File: config.mk
export PLATFORM = sky130hd
export DESIGN_NAME = battery_soc_estimator_top_flat
export DESIGN_NICKNAME = d
export VERILOG_FILES = /design/src/sv/bse_pkg.sv /design/src/sv/bse_if.sv /design/src/sv/bse_div.sv /design/src/sv/bse_mul.sv /design/src/sv/battery_soc_estimator_top.sv /design/src/flat_wrapper.sv
export SDC_FILE = /design/constraint.sdc
export NUM_CORES = 2
export LEC_CHECK = 0
export BUFFER_PORTS_ARGS = -buffer_cell sky130_fd_sc_hd__buf_2
export CELL_PAD_IN_SITES_DETAIL_PLACEMENT = 0
export CELL_PAD_IN_SITES_GLOBAL_PLACEMENT = 1
export CORE_MARGIN = 1.5
export CORE_UTILIZATION = 54
export DETAILED_ROUTE_END_ITERATION = 7
export GPL_TIMING_DRIVEN = 0
export PLACE_DENSITY = 0.95
export RECOVER_POWER = 25
export SLEW_MARGIN = 20
export SYNTH_ARGS = -nofsm -noshare
export SYNTH_HDL_FRONTEND = slang
export SYNTH_SLANG_ARGS = --single-unit
File: constraint.sdc
create_clock -name clk_i -period 18.4 [get_ports clk_i]
set_clock_uncertainty 0.05 [all_clocks]
set_input_delay 0.92 -clock clk_i [delete_from_list [all_inputs] [get_ports clk_i]]
set_output_delay 0.92 -clock clk_i [all_outputs]
set_load 0.005 [all_outputs]
File: src/sv/bse_pkg.sv
// ---------------------------------------------------------------------------
// Battery SOC estimator package
// Shared widths, register indexes and the open-circuit voltage table.
// ---------------------------------------------------------------------------
package bse_pkg;

  localparam int unsigned ChargeW = 28;
  localparam int unsigned OcvPoints = 101;

  localparam logic [1:0] RegRatedCap = 2'd0;
  localparam logic [1:0] RegOverVolt = 2'd1;
  localparam logic [1:0] RegUnderVolt = 2'd2;

  localparam logic [2:0] ModeStandby = 3'd0;
  localparam logic [2:0] ModeCharge = 3'd1;
  localparam logic [2:0] ModeDischarge = 3'd2;
  localparam logic [2:0] ModeSleep = 3'd3;

  typedef struct packed {
    logic        func;
    logic [2:0]  sys_mode;
    logic [12:0] min_cell_mv;
    logic [18:0] current_ma;
    logic [11:0] min_temp_decideg;
    logic        temp_valid;
  } in_item_t;

  typedef struct packed {
    logic [9:0]  soc_permille;
    logic [16:0] remaining_mah;
    logic [16:0] real_capacity_mah;
  } out_item_t;

  typedef struct packed {
    logic [1:0]  index;
    logic [15:0] data;
  } cfg_item_t;

  // Divider job: quotient of num / den, both unsigned, numerator up to 40 bits.
  typedef struct packed {
    logic        start;
    logic [39:0] num;
    logic [27:0] den;
  } div_req_t;

  typedef struct packed {
    logic        done;
    logic [39:0] quo;
  } div_rsp_t;

  function automatic logic [12:0] ocv_mv(input logic [6:0] idx);
    logic [12:0] r;
    case (idx)
      7'd0: r = 13'd3282; 7'd1: r = 13'd3309; 7'd2: r = 13'd3334; 7'd3: r = 13'd3357;
      7'd4: r = 13'd3378; 7'd5: r = 13'd3398; 7'd6: r = 13'd3417; 7'd7: r = 13'd3434;
      7'd8: r = 13'd3449; 7'd9: r = 13'd3464; 7'd10: r = 13'd3477; 7'd11: r = 13'd3489;
      7'd12: r = 13'd3500; 7'd13: r = 13'd3510; 7'd14: r = 13'd3520; 7'd15: r = 13'd3528;
      7'd16: r = 13'd3536; 7'd17: r = 13'd3543; 7'd18: r = 13'd3549; 7'd19: r = 13'd3555;
      7'd20: r = 13'd3561; 7'd21: r = 13'd3566; 7'd22: r = 13'd3571; 7'd23: r = 13'd3575;
      7'd24: r = 13'd3579; 7'd25: r = 13'd3583; 7'd26: r = 13'd3586; 7'd27: r = 13'd3590;
      7'd28: r = 13'd3593; 7'd29: r = 13'd3596; 7'd30: r = 13'd3599; 7'd31: r = 13'd3602;
      7'd32: r = 13'd3605; 7'd33: r = 13'd3608; 7'd34: r = 13'd3611; 7'd35: r = 13'd3615;
      7'd36: r = 13'd3618; 7'd37: r = 13'd3621; 7'd38: r = 13'd3624; 7'd39: r = 13'd3628;
      7'd40: r = 13'd3632; 7'd41: r = 13'd3636; 7'd42: r = 13'd3640; 7'd43: r = 13'd3644;
      7'd44: r = 13'd3648; 7'd45: r = 13'd3653; 7'd46: r = 13'd3658; 7'd47: r = 13'd3663;
      7'd48: r = 13'd3668; 7'd49: r = 13'd3674; 7'd50: r = 13'd3679; 7'd51: r = 13'd3685;
      7'd52: r = 13'd3691; 7'd53: r = 13'd3698; 7'd54: r = 13'd3704; 7'd55: r = 13'd3711;
      7'd56: r = 13'd3718; 7'd57: r = 13'd3725; 7'd58: r = 13'd3733; 7'd59: r = 13'd3741;
      7'd60: r = 13'd3748; 7'd61: r = 13'd3756; 7'd62: r = 13'd3765; 7'd63: r = 13'd3773;
      7'd64: r = 13'd3782; 7'd65: r = 13'd3791; 7'd66: r = 13'd3800; 7'd67: r = 13'd3809;
      7'd68: r = 13'd3818; 7'd69: r = 13'd3827; 7'd70: r = 13'd3837; 7'd71: r = 13'd3847;
      7'd72: r = 13'd3857; 7'd73: r = 13'd3867; 7'd74: r = 13'd3877; 7'd75: r = 13'd3887;
      7'd76: r = 13'd3897; 7'd77: r = 13'd3908; 7'd78: r = 13'd3919; 7'd79: r = 13'd3929;
      7'd80: r = 13'd3940; 7'd81: r = 13'd3951; 7'd82: r = 13'd3962; 7'd83: r = 13'd3973;
      7'd84: r = 13'd3985; 7'd85: r = 13'd3996; 7'd86: r = 13'd4008; 7'd87: r = 13'd4019;
      7'd88: r = 13'd4031; 7'd89: r = 13'd4043; 7'd90: r = 13'd4055; 7'd91: r = 13'd4067;
      7'd92: r = 13'd4080; 7'd93: r = 13'd4092; 7'd94: r = 13'd4105; 7'd95: r = 13'd4118;
      7'd96: r = 13'd4131; 7'd97: r = 13'd4145; 7'd98: r = 13'd4158; 7'd99: r = 13'd4172;
      7'd100: r = 13'd4185;
      default: r = 13'd4185;
    endcase
    return r;
  endfunction

endpackage

File: src/sv/bse_if.sv
// ---------------------------------------------------------------------------
// Valid/ready channels
// Stream interfaces for input items, result items and configuration writes.
// ---------------------------------------------------------------------------
interface bse_in_if;
  logic                valid;
  logic                ready;
  bse_pkg::in_item_t   data;
  modport source (output valid, output data, input ready);
  modport sink (input valid, input data, output ready);
endinterface

interface bse_out_if;
  logic                valid;
  logic                ready;
  bse_pkg::out_item_t  data;
  modport source (output valid, output data, input ready);
  modport sink (input valid, input data, output ready);
endinterface

interface bse_cfg_if;
  logic                valid;
  logic                ready;
  bse_pkg::cfg_item_t  data;
  modport source (output valid, output data, input ready);
  modport sink (input valid, input data, output ready);
endinterface

File: src/sv/bse_div.sv
// ---------------------------------------------------------------------------
// Bit-serial divider
// Restoring division, one quotient bit per cycle over a 40-bit numerator.
// ---------------------------------------------------------------------------
module bse_div (
  input  logic              clk_i,
  input  logic              rst_ni,
  input  bse_pkg::div_req_t req_i,
  output bse_pkg::div_rsp_t rsp_o
);

  logic        busy_q, busy_d;
  logic [5:0]  cnt_q, cnt_d;
  logic [39:0] quo_q, quo_d;
  logic [28:0] rem_q, rem_d;
  logic [27:0] den_q, den_d;
  logic        done_q, done_d;
  logic [29:0] trial;

  always_comb begin
    busy_d = busy_q;
    cnt_d  = cnt_q;
    quo_d  = quo_q;
    rem_d  = rem_q;
    den_d  = den_q;
    done_d = 1'b0;
    trial  = {rem_q, quo_q[39]} - {2'b00, den_q};
    if (req_i.start) begin
      busy_d = 1'b1;
      cnt_d  = 6'd0;
      quo_d  = req_i.num;
      rem_d  = '0;
      den_d  = req_i.den;
    end else if (busy_q) begin
      if (!trial[29]) begin
        rem_d = trial[28:0];
      end else begin
        rem_d = {rem_q[27:0], quo_q[39]};
      end
      quo_d = {quo_q[38:0], ~trial[29]};
      cnt_d = cnt_q + 6'd1;
      if (cnt_q == 6'd39) begin
        busy_d = 1'b0;
        done_d = 1'b1;
      end
    end
  end

  always_ff @(posedge clk_i or negedge rst_ni) begin
    if (!rst_ni) begin
      busy_q <= 1'b0;
      done_q <= 1'b0;
      cnt_q  <= '0;
    end else begin
      busy_q <= busy_d;
      done_q <= done_d;
      cnt_q  <= cnt_d;
    end
  end

  always_ff @(posedge clk_i) begin
    quo_q <= quo_d;
    rem_q <= rem_d;
    den_q <= den_d;
  end

  assign rsp_o.done = done_q;
  assign rsp_o.quo  = quo_q;

endmodule

File: src/sv/bse_mul.sv
// ---------------------------------------------------------------------------
// Bit-serial multiplier
// Shift-and-add product of a 28-bit and a 12-bit operand, one bit per cycle.
// ---------------------------------------------------------------------------
module bse_mul (
  input  logic        clk_i,
  input  logic        rst_ni,
  input  logic        start_i,
  input  logic [27:0] a_i,
  input  logic [11:0] b_i,
  output logic        done_o,
  output logic [39:0] prod_o
);

  logic        busy_q;
  logic [3:0]  cnt_q;
  logic [39:0] acc_q;
  logic [39:0] a_q;
  logic [11:0] b_q;
  logic        done_q;

  always_ff @(posedge clk_i or negedge rst_ni) begin
    if (!rst_ni) begin
      busy_q <= 1'b0;
      done_q <= 1'b0;
      cnt_q  <= '0;
    end else begin
      done_q <= 1'b0;
      if (start_i) begin
        busy_q <= 1'b1;
        cnt_q  <= '0;
      end else if (busy_q) begin
        cnt_q <= cnt_q + 4'd1;
        if (cnt_q == 4'd11) begin
          busy_q <= 1'b0;
          done_q <= 1'b1;
        end
      end
    end
  end

  always_ff @(posedge clk_i) begin
    if (start_i) begin
      acc_q <= '0;
      a_q   <= {12'd0, a_i};
      b_q   <= b_i;
    end else if (busy_q) begin
      if (b_q[0]) begin
        acc_q <= acc_q + a_q;
      end
      a_q <= {a_q[38:0], 1'b0};
      b_q <= {1'b0, b_q[11:1]};
    end
  end

  assign done_o = done_q;
  assign prod_o = acc_q;

endmodule

File: src/sv/battery_soc_estimator_top.sv
// ---------------------------------------------------------------------------
// Battery SOC estimator
// Coulomb counting with open-circuit voltage calibration.
// ---------------------------------------------------------------------------
// Usage: input transactions arrive on in_if and one result per transaction
// leaves on out_if. Register writes arrive on cfg_if, are always accepted and
// are only defined while no transaction is in flight. One transaction is
// processed at a time: a sequencer walks the OCV table one point per cycle
// and shares a bit-serial multiplier and a restoring divider. A tick with a
// temperature reading can derate the capacity, and a tick in sleep mode
// recalibrates from the OCV table. The input is ready again as soon as a
// result is loaded into the output register. While the receiver stalls, the
// result waits in the output register, the next transaction is still accepted
// and processed, and its result is held back until the output register is
// free; only then is the input ready again. Reset clears the charge, the
// capacity and the derating temperature to zero and the registers to their
// defaults.
// ---------------------------------------------------------------------------
module battery_soc_estimator_top (
  input logic        clk_i,
  input logic        rst_ni,
  bse_in_if.sink     in_if,
  bse_out_if.source  out_if,
  bse_cfg_if.sink    cfg_if
);

  localparam logic [4:0] StIdle    = 5'd0;
  localparam logic [4:0] StSearch  = 5'd1;
  localparam logic [4:0] StTabDiv  = 5'd2;
  localparam logic [4:0] StTabWait = 5'd3;
  localparam logic [4:0] StSocMul  = 5'd4;
  localparam logic [4:0] StSocMulW = 5'd5;
  localparam logic [4:0] StSocDivW = 5'd6;
  localparam logic [4:0] StDerate  = 5'd7;
  localparam logic [4:0] StDrMulW  = 5'd8;
  localparam logic [4:0] StDrDivW  = 5'd9;
  localparam logic [4:0] StRsMulW  = 5'd10;
  localparam logic [4:0] StRsDivW  = 5'd11;
  localparam logic [4:0] StMode    = 5'd12;
  localparam logic [4:0] StOutMul  = 5'd13;
  localparam logic [4:0] StOutMulW = 5'd14;
  localparam logic [4:0] StOutDivW = 5'd15;
  localparam logic [4:0] StRemDivW = 5'd16;
  localparam logic [4:0] StCapDivW = 5'd17;
  localparam logic [4:0] StEmit    = 5'd18;
  localparam logic [4:0] StDrStart = 5'd19;
  localparam logic [4:0] StAfterDr = 5'd20;

  logic [4:0]  state_q;
  logic [15:0] rated_q;
  logic [12:0] ovp_q, uvp_q;
  logic [27:0] rem_q, real_q;
  logic [11:0] last_t_q;
  bse_pkg::in_item_t item_q;
  logic [6:0]  idx_q;
  logic [9:0]  soc_q;
  logic [27:0] old_real_q;
  logic        out_valid_q;
  bse_pkg::out_item_t out_q;
  bse_pkg::out_item_t res_q;
  logic signed [15:0] kprod_q;

  bse_pkg::div_req_t div_req;
  bse_pkg::div_rsp_t div_rsp;
  logic        mul_start, mul_done;
  logic [27:0] mul_a;
  logic [11:0] mul_b;
  logic [39:0] mul_p;

  bse_div u_div (.clk_i(clk_i), .rst_ni(rst_ni), .req_i(div_req), .rsp_o(div_rsp));
  bse_mul u_mul (.clk_i(clk_i), .rst_ni(rst_ni), .start_i(mul_start), .a_i(mul_a),
                 .b_i(mul_b), .done_o(mul_done), .prod_o(mul_p));

  logic [12:0] v, tab_lo, tab_hi;
  logic        in_fire, out_fire;
  logic signed [11:0] t;
  logic signed [12:0] dt;
  logic [2:0]  k;
  logic signed [12:0] tm;
  logic signed [15:0] kprod;
  logic [15:0] kmag;
  logic [27:0] kmul;
  logic [11:0] kqm;
  logic signed [11:0] kq;
  logic signed [12:0] rate_raw;
  logic [10:0] rate;
  logic [18:0] mag;
  logic [28:0] sum_c;
  logic [28:0] dif_c;
  logic [27:0] rated_x;

  assign v       = item_q.min_cell_mv;
  assign tab_lo  = bse_pkg::ocv_mv(idx_q);
  assign tab_hi  = bse_pkg::ocv_mv(idx_q + 7'd1);
  assign in_fire = in_if.valid && in_if.ready;
  assign out_fire = out_if.valid && out_if.ready;
  assign t       = item_q.min_temp_decideg;
  assign dt      = $signed({t[11], t}) - $signed({last_t_q[11], last_t_q});
  assign tm      = $signed({t[11], t}) - 13'sd250;
  assign mag     = item_q.current_ma[18] ? 19'(-item_q.current_ma) : item_q.current_ma;
  assign sum_c   = {1'b0, rem_q} + {10'd0, mag};
  assign dif_c   = {1'b0, rem_q} - {10'd0, mag};
  assign rated_x = {12'd0, rated_q};

  always_comb begin
    if (t >= 12'sd250) k = 3'd1;
    else if (t >= 12'sd100) k = 3'd2;
    else if (t >= 12'sd0) k = 3'd3;
    else if (t >= -12'sd200) k = 3'd4;
    else if (t >= -12'sd300) k = 3'd5;
    else k = 3'd6;
    kprod = $signed({{3{tm[12]}}, tm}) * $signed({13'd0, k});
  end

  // The quotient by ten of the registered product, truncated toward zero,
  // comes from a multiplication by 6554 and a shift by 16 of its magnitude.
  always_comb begin
    kmag = kprod_q[15] ? 16'(-kprod_q) : 16'(kprod_q);
    kmul = {12'd0, kmag} * 28'd6554;
    kqm  = kmul[27:16];
    kq   = kprod_q[15] ? $signed(-kqm) : $signed(kqm);
    rate_raw = 13'sd1000 + 13'(kq);
    if (rate_raw > 13'sd1050) rate = 11'd1050;
    else if (rate_raw < 13'sd750) rate = 11'd750;
    else rate = 11'(rate_raw);
  end

  assign in_if.ready  = (state_q == StIdle);
  assign cfg_if.ready = 1'b1;
  assign out_if.valid = out_valid_q;
  assign out_if.data  = out_q;

  always_comb begin
    div_req   = '0;
    mul_start = 1'b0;
    mul_a     = '0;
    mul_b     = '0;
    case (state_q)
      StTabDiv: begin
        div_req.start = 1'b1;
        div_req.num   = 40'({v - tab_lo, 3'd0} + {2'd0, v - tab_lo, 1'b0});
        div_req.den   = 28'(tab_hi - tab_lo);
      end
      StSocMul: begin
        mul_start = 1'b1;
        mul_a = real_q;
        mul_b = {2'd0, soc_q};
      end
      StSocMulW: begin
        div_req.start = mul_done;
        div_req.num   = mul_p + 40'd999;
        div_req.den   = 28'd1000;
      end
      StDerate: begin
        mul_start = 1'b1;
        mul_a = 28'(rated_x * 28'd3600);
        mul_b = {1'b0, rate};
      end
      StDrMulW: begin
        div_req.start = mul_done;
        div_req.num   = mul_p;
        div_req.den   = 28'd1000;
      end
      StDrStart: begin
        mul_start = 1'b1;
        mul_a = rem_q;
        mul_b = '0;
      end
      StOutMul: begin
        mul_start = 1'b1;
        mul_a = rem_q;
        mul_b = 12'd1000;
      end
      StOutMulW: begin
        div_req.start = mul_done;
        div_req.num   = mul_p;
        div_req.den   = real_q;
      end
      StOutDivW: begin
        div_req.start = div_rsp.done;
        div_req.num   = {12'd0, rem_q};
        div_req.den   = 28'd3600;
      end
      StRemDivW: begin
        div_req.start = div_rsp.done;
        div_req.num   = {12'd0, real_q};
        div_req.den   = 28'd3600;
      end
      default: begin
      end
    endcase
  end

  // Rescaling remaining*new/old: a shift-and-add product over the 28 bits of
  // the remaining charge, then a restoring division by the old capacity with
  // one quotient bit per cycle over 56 bits.
  logic [55:0] rs_acc_q;
  logic [27:0] rs_a_q;
  logic [4:0]  rs_cnt_q;
  logic [56:0] rs_rem_q;
  logic [55:0] rs_quo_q;
  logic [6:0]  rs_dcnt_q;
  logic [57:0] rs_trial;

  assign rs_trial = {rs_rem_q[55:0], rs_quo_q[55]} - {30'd0, old_real_q};

  always_ff @(posedge clk_i or negedge rst_ni) begin
    if (!rst_ni) begin
      state_q     <= StIdle;
      rated_q     <= 16'd10000;
      ovp_q       <= 13'd3650;
      uvp_q       <= 13'd2500;
      rem_q       <= '0;
      real_q      <= '0;
      last_t_q    <= '0;
      out_valid_q <= 1'b0;
      idx_q       <= '0;
      soc_q       <= '0;
      rs_cnt_q    <= '0;
      rs_dcnt_q   <= '0;
      old_real_q  <= '0;
      kprod_q     <= '0;
      rs_acc_q    <= '0;
      rs_a_q      <= '0;
      rs_rem_q    <= '0;
      rs_quo_q    <= '0;
      out_q       <= '0;
      res_q       <= '0;
    end else begin
      if (cfg_if.valid) begin
        case (cfg_if.data.index)
          bse_pkg::RegRatedCap:  rated_q <= cfg_if.data.data;
          bse_pkg::RegOverVolt:  ovp_q <= cfg_if.data.data[12:0];
          bse_pkg::RegUnderVolt: uvp_q <= cfg_if.data.data[12:0];
          default: begin
          end
        endcase
      end
      if (out_fire) out_valid_q <= 1'b0;
      case (state_q)
        StIdle: begin
          if (in_fire) begin
            idx_q <= '0;
            if (!in_if.data.func) begin
              real_q  <= 28'(rated_x * 28'd3600);
              state_q <= StSearch;
            end else if (in_if.data.temp_valid) begin
              state_q <= StDrStart;
            end else begin
              state_q <= StAfterDr;
            end
          end
        end
        StDrStart: begin
          if (dt < 13'sd10 && dt > -13'sd10) begin
            state_q <= StAfterDr;
          end else begin
            last_t_q   <= t;
            old_real_q <= real_q;
            kprod_q    <= kprod;
            state_q    <= StDerate;
          end
        end
        StDerate: state_q <= StDrMulW;
        StDrMulW: if (mul_done) state_q <= StDrDivW;
        StDrDivW: begin
          if (div_rsp.done) begin
            real_q   <= div_rsp.quo[27:0];
            rs_acc_q <= '0;
            rs_a_q   <= div_rsp.quo[27:0];
            rs_cnt_q <= '0;
            state_q  <= StRsMulW;
          end
        end
        StRsMulW: begin
          if (rem_q[rs_cnt_q]) rs_acc_q <= rs_acc_q + ({28'd0, rs_a_q} << rs_cnt_q);
          rs_cnt_q <= rs_cnt_q + 5'd1;
          if (rs_cnt_q == 5'd27) begin
            rs_dcnt_q <= '0;
            rs_rem_q  <= '0;
            state_q   <= StRsDivW;
          end
        end
        StRsDivW: begin
          if (rs_dcnt_q == 7'd0 && rs_rem_q == 57'd0 && rs_cnt_q == 5'd28) begin
            rs_quo_q <= rs_acc_q;
            rs_cnt_q <= '0;
          end else if (old_real_q == 28'd0) begin
            rem_q   <= '0;
            state_q <= StAfterDr;
          end else begin
            if (!rs_trial[57]) rs_rem_q <= rs_trial[56:0];
            else rs_rem_q <= {rs_rem_q[55:0], rs_quo_q[55]};
            rs_quo_q  <= {rs_quo_q[54:0], ~rs_trial[57]};
            rs_dcnt_q <= rs_dcnt_q + 7'd1;
            if (rs_dcnt_q == 7'd55) begin
              if ({rs_quo_q[54:0], ~rs_trial[57]} > {28'd0, real_q}) rem_q <= real_q;
              else rem_q <= {rs_quo_q[26:0], ~rs_trial[57]};
              state_q <= StAfterDr;
            end
          end
        end
        StAfterDr: begin
          if (item_q.sys_mode == bse_pkg::ModeSleep) state_q <= StSearch;
          else state_q <= StMode;
        end
        StSearch: begin
          if (v <= 13'd3282) begin
            soc_q <= '0;
            state_q <= StSocMul;
          end else if (v >= 13'd4185) begin
            soc_q <= 10'd1000;
            state_q <= StSocMul;
          end else if (idx_q < 7'd99 && tab_hi <= v) begin
            idx_q <= idx_q + 7'd1;
          end else begin
            state_q <= StTabDiv;
          end
        end
        StTabDiv: state_q <= StTabWait;
        StTabWait: begin
          if (div_rsp.done) begin
            soc_q   <= 10'({3'd0, idx_q} * 10'd10 + 10'(div_rsp.quo[3:0]));
            state_q <= StSocMul;
          end
        end
        StSocMul: state_q <= StSocMulW;
        StSocMulW: if (mul_done) state_q <= StSocDivW;
        StSocDivW: begin
          if (div_rsp.done) begin
            rem_q   <= div_rsp.quo[27:0];
            state_q <= item_q.func ? StMode : StOutMul;
          end
        end
        StMode: begin
          state_q <= StOutMul;
          if (item_q.func) begin
            case (item_q.sys_mode)
              bse_pkg::ModeStandby: begin
                if (v >= ovp_q) rem_q <= real_q;
                else if (v <= uvp_q) rem_q <= '0;
              end
              bse_pkg::ModeCharge: begin
                rem_q <= (sum_c > {1'b0, real_q}) ? real_q : sum_c[27:0];
              end
              bse_pkg::ModeDischarge: begin
                rem_q <= dif_c[28] ? 28'd0 : dif_c[27:0];
              end
              default: begin
              end
            endcase
          end
        end
        StOutMul: state_q <= StOutMulW;
        StOutMulW: if (mul_done) state_q <= StOutDivW;
        StOutDivW: begin
          if (div_rsp.done) begin
            if (real_q == 28'd0) res_q.soc_permille <= '0;
            else if (div_rsp.quo > 40'd1000) res_q.soc_permille <= 10'd1000;
            else res_q.soc_permille <= div_rsp.quo[9:0];
            state_q <= StRemDivW;
          end
        end
        StRemDivW: begin
          if (div_rsp.done) begin
            res_q.remaining_mah <= div_rsp.quo[16:0];
            state_q <= StCapDivW;
          end
        end
        StCapDivW: begin
          if (div_rsp.done) begin
            res_q.real_capacity_mah <= div_rsp.quo[16:0];
            state_q <= StEmit;
          end
        end
        StEmit: begin
          if (!out_valid_q || out_if.ready) begin
            out_q       <= res_q;
            out_valid_q <= 1'b1;
            state_q     <= StIdle;
          end
        end
        default: state_q <= StIdle;
      endcase
    end
  end

  always_ff @(posedge clk_i) begin
    if (in_fire) item_q <= in_if.data;
  end

endmodule
File: src/flat_wrapper.sv
// flat-port wrapper written by rule: the top's interface ports become plain ports
module battery_soc_estimator_top_flat 
  (clk_i, rst_ni, in_if_valid, in_if_data, in_if_ready, out_if_valid, out_if_data, out_if_ready, cfg_if_valid, cfg_if_data, cfg_if_ready);
  bse_in_if in_if_i ();
  bse_out_if out_if_i ();
  bse_cfg_if cfg_if_i ();
  input logic clk_i;
  input logic rst_ni;
  input wire logic [$bits(in_if_i.valid)-1:0] in_if_valid;
  input wire logic [$bits(in_if_i.data)-1:0] in_if_data;
  output wire logic [$bits(in_if_i.ready)-1:0] in_if_ready;
  output wire logic [$bits(out_if_i.valid)-1:0] out_if_valid;
  output wire logic [$bits(out_if_i.data)-1:0] out_if_data;
  input wire logic [$bits(out_if_i.ready)-1:0] out_if_ready;
  input wire logic [$bits(cfg_if_i.valid)-1:0] cfg_if_valid;
  input wire logic [$bits(cfg_if_i.data)-1:0] cfg_if_data;
  output wire logic [$bits(cfg_if_i.ready)-1:0] cfg_if_ready;
  assign in_if_i.valid = in_if_valid;
  assign in_if_i.data = in_if_data;
  assign in_if_ready = in_if_i.ready;
  assign out_if_valid = out_if_i.valid;
  assign out_if_data = out_if_i.data;
  assign out_if_i.ready = out_if_ready;
  assign cfg_if_i.valid = cfg_if_valid;
  assign cfg_if_i.data = cfg_if_data;
  assign cfg_if_ready = cfg_if_i.ready;
  battery_soc_estimator_top u_core (.clk_i(clk_i), .rst_ni(rst_ni), .in_if(in_if_i), .out_if(out_if_i), .cfg_if(cfg_if_i));
endmodule
# After elaboration in Yosys (flattened, before gate mapping)
# Memories as Yosys holds them, arrays and structs flattened.
# Index checks and enable logic that the tools add are counted.
[totals]
register_bits = 725
rom_bits = 3328
input_bits = 72
output_inout_bits = 47
wordCells = 304
mem_count = 2
[mem_list]
columns = ["name", "depth", "width", "read_ports", "rd_ports_with_merged_regs", "write_ports", "line", "rtl"]
rows = [
  ["(no name shown)", 128, 13, 1, 0, 0, "bse_pkg.sv:53", "case (idx)"],
  ["(no name shown)", 128, 13, 1, 0, 0, "bse_pkg.sv:53", ""],
]
[op_classes]
addsub = 22
n_mul = 4
order_cmp = 19
eq_ne = 57
shifts = 1
n_mux = 109
bitwise = 3
reduce_logical = 45
[op_table]
columns = ["op", "count"]
rows = [
  ["$pmux W69 S6", 1],
  ["$mux W28", 14],
  ["$pmux W28 S3", 3],
  ["$mux W57", 4],
  ["$mux W56", 4],
  ["$pmux W57 S2", 1],
  ["$pmux W56 S2", 1],
  ["$mux W5", 22],
  ["$pmux W5 S21", 1],
  ["$mux W40", 2],
  ["$sub A57 B28 Y58", 1],
  ["$logic_not A57 Y1", 1],
  ["$add A56 B56 Y56", 1],
  ["$gt A56 B28 Y1", 1],
  ["$logic_not A28 Y1", 2],
  ["$pmux W28 S2", 1],
  ["$shl A28 B5 Y56", 1],
  ["$mux W10", 5],
  ["$mux W7", 7],
  ["$add A40 B10 Y40 const B", 1],
  ["$add A40 B40 Y40", 1],
  ["$eq A5 B4 Y1 const B", 8],
  ["$gt A40 B10 Y1 const B", 1],
  ["$mux W12", 3],
  ["other kinds (84)", 173],
]

# Longest topological paths before layout
[logic_depth]
depth_word = 11
depth_mapped = 36
ltp_nobuf = 36

# Modules after synthesis
# A second synthesis with hierarchy kept.
[hier_totals]
cells_unflattened = 7117
area_unflattened_um2 = 60847.1
[by_module_without_submodules]
columns = ["mod", "instances", "cells_each", "area_per_inst_um2", "seq_area_each_um2"]
rows = [
  ["battery_soc_estimator_top", 1, 5980, 49254.7, 13321.5],
  ["bse_mul", 1, 613, 5809.3, 2392.3],
  ["bse_div", 1, 524, 5783.0, 2822.7],
]

# Least setup slack after synthesis
# OpenSTA, ideal clock, no wires.
[synth_path]
kind = "reg-to-reg"
from = "register u_core.kprod_q[0]"
to = "register u_core.u_mul.b_q[6] (data pin)"
arrival_ns = 8.029
required_time_ns = 18.086
setup_slack_ns = 10.057
path_stages_with_launch = 28
path_buffers = 1
period_less_slack_ns = 8.343
path_cell_list = "dfrtp_1 -> or3_1 -> or3_1 -> o31ai_1 -> xor2_1 -> inv_1 -> ha_1 -> xor2_1 -> ha_1 -> fa_1 -> fa_1 -> fa_1 -> ha_1 -> buf_2 -> a21oi_2 -> nand2_1 -> a211o_1 -> o22a_2 -> xor2_1 -> or4_4 -> o31ai_4 -> xor2_2 -> or4b_4 -> and2_4 -> or3_1 -> o211ai_1 -> a21o_1 -> nand2_1"
[synth_between]
elab_chain_cells = 11
word_cells_on_any_way = 12
cone_classes = "3 x add/sub; 1 x mul; 2 x order compare; 6 x mux"
[synth_lines]
columns = ["item", "line", "rtl"]
rows = [
  ["start, declared", "battery_soc_estimator_top.sv:61", "logic signed [15:0] kprod_q;"],
  ["start signal, assigned", "battery_soc_estimator_top.sv:260", "kprod_q <= kprod;"],
  ["$neg A16 Y16", "battery_soc_estimator_top.sv:118", "kmag = kprod_q[15] ? 16'(-kprod_q) : 16'(kprod_q);"],
  ["$mux W16 *", "battery_soc_estimator_top.sv:118", ""],
  ["$mul A16 B12 Y27 *", "battery_soc_estimator_top.sv:119", "kmul = {12'd0, kmag} * 28'd6554;"],
  ["$neg A12 Y12", "battery_soc_estimator_top.sv:121", "kq = kprod_q[15] ? $signed(-kqm) : $signed(kqm);"],
  ["$mux W12 *", "battery_soc_estimator_top.sv:121", ""],
  ["$add A11 B12 Y13 *", "battery_soc_estimator_top.sv:122", "rate_raw = 13'sd1000 + 13'(kq);"],
  ["$lt A13 B11 Y1", "battery_soc_estimator_top.sv:124", "else if (rate_raw < 13'sd750) rate = 11'd750;"],
  ["$mux W11", "battery_soc_estimator_top.sv:124", ""],
  ["$mux W11 *", "battery_soc_estimator_top.sv:123", "if (rate_raw > 13'sd1050) rate = 11'd1050;"],
  ["$pmux W11 S3 *", "battery_soc_estimator_top.sv:138", "case (state_q)"],
  ["$mux W12 *", "bse_mul.sv:43", "if (start_i) begin"],
  ["end signal, assigned", "bse_mul.sv:46", "b_q <= b_i;"],
  ["end signal, assigned", "bse_mul.sv:52", "b_q <= {1'b0, b_q[11:1]};"],
  ["end, declared", "bse_mul.sv:19", "logic [11:0] b_q;"],
]
# Every way passes the cells marked *; elsewhere a longest branch is shown, timed or not.
# A chain may end at the register's enable or synchronous reset.

# Worst setup path after layout
[layout_path]
from = "register u_core.kprod_q[0]"
to = "register u_core.u_mul.b_q[9] (data pin)"
# Same word-level chain as after synthesis.

==> results.py <==
metrics = {
    "grt": {
        "grt_overflow": 0,
        "antenna_found_initial": 6,
        "grt_pass1_wl_um": 311000,
        "track_usage": 0.3586,
        "grt_max_degree": 97,
        "first_global_vias": 52400,
    },
    "timing": {
        "tightest_slew_ns": 5.220,
        "rsz0062_at_grt": "no",
        "finalMaxSlewViolations": 312,
        "setup_tns_ns": 0,
        "fin_ws_ns": 8.817,
        "hold_viol": 0,
        "fin_crit_sh": 0.5208,
        "setup_violations": 0,
        "post-route-min-period_ns": 9.583,
        "fmax_ghz": 0.1044,
        "slew_headroom": -2.480,
    },
    "synth": {
        "ys_top_cells_by_count": "nand2_1, nor2_1, ha_1, a21oi_1, inv_1",
        "ys_ff_latch": 724,
        "synth_edf_count": 155,
        "synth_ff_type": "dfrtp_1",
        "synth_area_per_cell_um2": 8.568,
        "syn-instance-count": 6958,
        "async_reset_ff_frac": 0.6740,
        "yosysSeqAreaShare": 0.3104,
        "yosys.area.top_type": "dfrtp_1",
        "yosysTopAreaCellShare": 0.1985,
        "syn_nets": 7703,
        "synth_area_leaders": "dfrtp_1, ha_1, edfxtp_1",
        "synth_most_common_cell": "nand2_1",
        "ys_types": 113,
        "netlist_area_um2": 59620,
        "ys_warn_count": 0,
    },
    "power": {
        "internal_power_w": 0.002985,
        "p_clk_frac": 0.440,
        "switching_share": 0.2832,
        "pwr_density_cell_nw_per_um2": 63.79,
        "ir_drop_uv": 73.81,
        "power.switching_w": 0.001180,
        "p_leak_nw": 30.47,
        "combPwrFrac": 0.157,
        "power_frac_seq": 0.403,
    },
    "die": {
        "pin_count": 119,
        "die_y_um": 335.3,
        "initial_core_util": 0.5462,
        "die_area_um2": 112400,
        "rows": 121,
        "die_w_um": 335.3,
        "core_um2": 109200,
    },
    "clock_network": {
        "cts_tree": "built",
        "holdBufCountCts": 0,
        "clock_sinks": 724,
        "clockBufferDepth": 3,
        "cts-root-buf": "clkbuf_16",
        "cts_buffers": 85,
        "clock_latency_ns": 0.70,
        "cts-resized-gates": 0,
        "cts_setup_buffers": 0,
        "clk_pin_slew_worst_paths_ns": 0.06,
        "h-tree-depth": 3,
    },
    "status": {
        "violations": "DRC, capacitance limit, slew limit",
        "status": "finished with violations",
    },
    "critical_path": {
        "startpoint_type": "flip-flop",
        "critPathMaxFanout": 9,
        "worstSetupPathType": "reg -> reg",
        "cp.arrival_ns": 9.96,
        "crit_path_max_incr_delay_ns": 0.82,
        "rrSetupSlack_ns": 8.82,
        "crit_top_cell": "ha_1",
        "cp.required_ns": 18.78,
        "critPathCaptureType": "flip-flop",
        "slowest_stage": "xor2_1",
    },
    "job": {
        "drv_cap": 4,
    },
    "drt": {
        "wirelength_um": 204500,
        "drc_errors": 30,
        "viasPerCell": 6.243,
        "ant_nets": 0,
        "wl_per_cell_um": 23.45,
        "drt_iter0_drc": 6068,
        "vias": 54460,
        "drt_pass1_iterations": 8,
    },
    "place": {
        "dpl.hpwl_um": 157000,
        "post-place-ws_ns": 8.898,
        "io_buffers": 117,
        "place_congestion": 1.023,
    },
    "final_layout": {
        "multi_input_area_um2": 37760,
        "syn_to_final_growth_pct": 9.526,
        "ff_latch_area_um2": 18510,
        "drive_gt1_frac": 0.07802,
        "nets": 7919,
        "fill_cells": 9725,
    },
    "worst_hold_path": {
        "worst_hold_path_type": "in -> reg",
    },
}
## cell families after synthesis
family,synth area share
other cells,0.00006290
mux,0.06674
buf+inv,0.05681
simple gates,0.1536
xor+xnor,0.05742
flops,0.3104
fa+ha+maj,0.1541
compound gates,0.2008
## critical path, delay by kind of cell (launching register included)
family	cells	cell delay, ns
DFF	1	0.49
xor gates and xnor gates	4	1.48
AOI/OAI and AO/OA	7	1.99
buffers and inverters	3	0.50
adders and majority gates	7	2.77
muxes	1	0.10
and+or+nand+nor	7	1.91
## routing by layer
layer  track usage  vias to the layer above  part of all wire
met5             0                        -           0.00020
met4        0.1936                        6             0.063
met3       0.07484                      638             0.092
met2        0.5629                     2562              0.44
met1        0.4627                    26110              0.40
li1              -                    25140                 -
## path summary, 6_finish.rpt
path | start | to | cells past startpoint
hold / removal | in_if_data[2] | u_core.t[1] | 1
setup reg to reg | u_core.kprod_q[0] | u_core.u_mul.b_q[9] | 29
max in group asynchronous | rst_ni | u_core.u_mul.cnt_q[2] | 2
hold reg to reg | u_core.res_q[37] | u_core.res_q[37] | 2
min in group asynchronous | rst_ni | u_core.last_t_q[5] | 1
setup / recovery | u_core.kprod_q[0] | u_core.u_mul.b_q[9] | 29
## power by group through the flow
stage	clock, W	combinational, W	sequential (W)
after floorplan	0	0.000460	0.00170
after global placement	0	0.000626	0.00171
after detailed placement	0	0.000641	0.00171
after CTS	0.00185	0.000651	0.00168
after global routing	0.00191	0.000743	0.00168
final	0.00183	0.000655	0.00168
## area by class of cell
class	instances	share of cell area
Multi-Input combinational cell	5342	0.5782
Sequential cell	724	0.2834
Clock buffer	107	0.03572
Tap cell	1476	0.02828
Antenna cell	4	0.0001533
Clock inverter	48	0.01044
Inverter	526	0.03028
Timing Repair Buffer	129	0.01180
Buffer	366	0.02165
## layout by cell type, fill, tap and decap left out, drive strengths merged, types with 102 or more instances in the layout
master    n
edfxtp  155
buf     189
fa      102
mux2    146
mux2i   177
clkbuf  413
a21oi   525
dfrtp   473
a21o    168
nor2    611
o21ai   518
nand2   796
nand3   120
ha      571
xnor2   263
xor2    127
inv     527
## through the flow
step	total power [W]	cells	hold slack, ns	instance area, um2	util
floorplan	0.002160	6958	0.3947	59620	-
global placement	0.002332	8551	0.4091	62050	0.5684
detailed placement	0.002349	8563	0.4162	62360	0.5713
CTS	0.004174	8718	0.1148	65370	0.5989
global route	0.004332	8718	0.3231	65290	0.5981
finish	0.004165	8722	0.3494	65300	0.5982
## flip-flops by register name, summed over array words and instances (netlist names), 10 cells and up
register,flops
u_core.u_mul.b_q,11
u_core.res_q,44
u_core.u_div.rem_q,29
u_core.rs_acc_q,56
u_core.kprod_q,16
u_core.u_mul.prod_o,40
u_core.soc_q,10
u_core.rs_rem_q,57
u_core.rs_quo_q,56
u_core.rem_q,28
u_core.t,12
u_core.item_q,23
u_core.last_t_q,12
u_core.real_q,28
u_core.out_if.data,44
u_core.old_real_q,28
u_core.u_mul.a_q,40
u_core.v,13
u_core.u_div.den_q,28
u_core.rs_a_q,28
u_core.rated_q,16
u_core.uvp_q,13
u_core.ovp_q,13
u_core.u_div.quo_q,40
No activity file was read; power rests on OpenSTA's default activity.
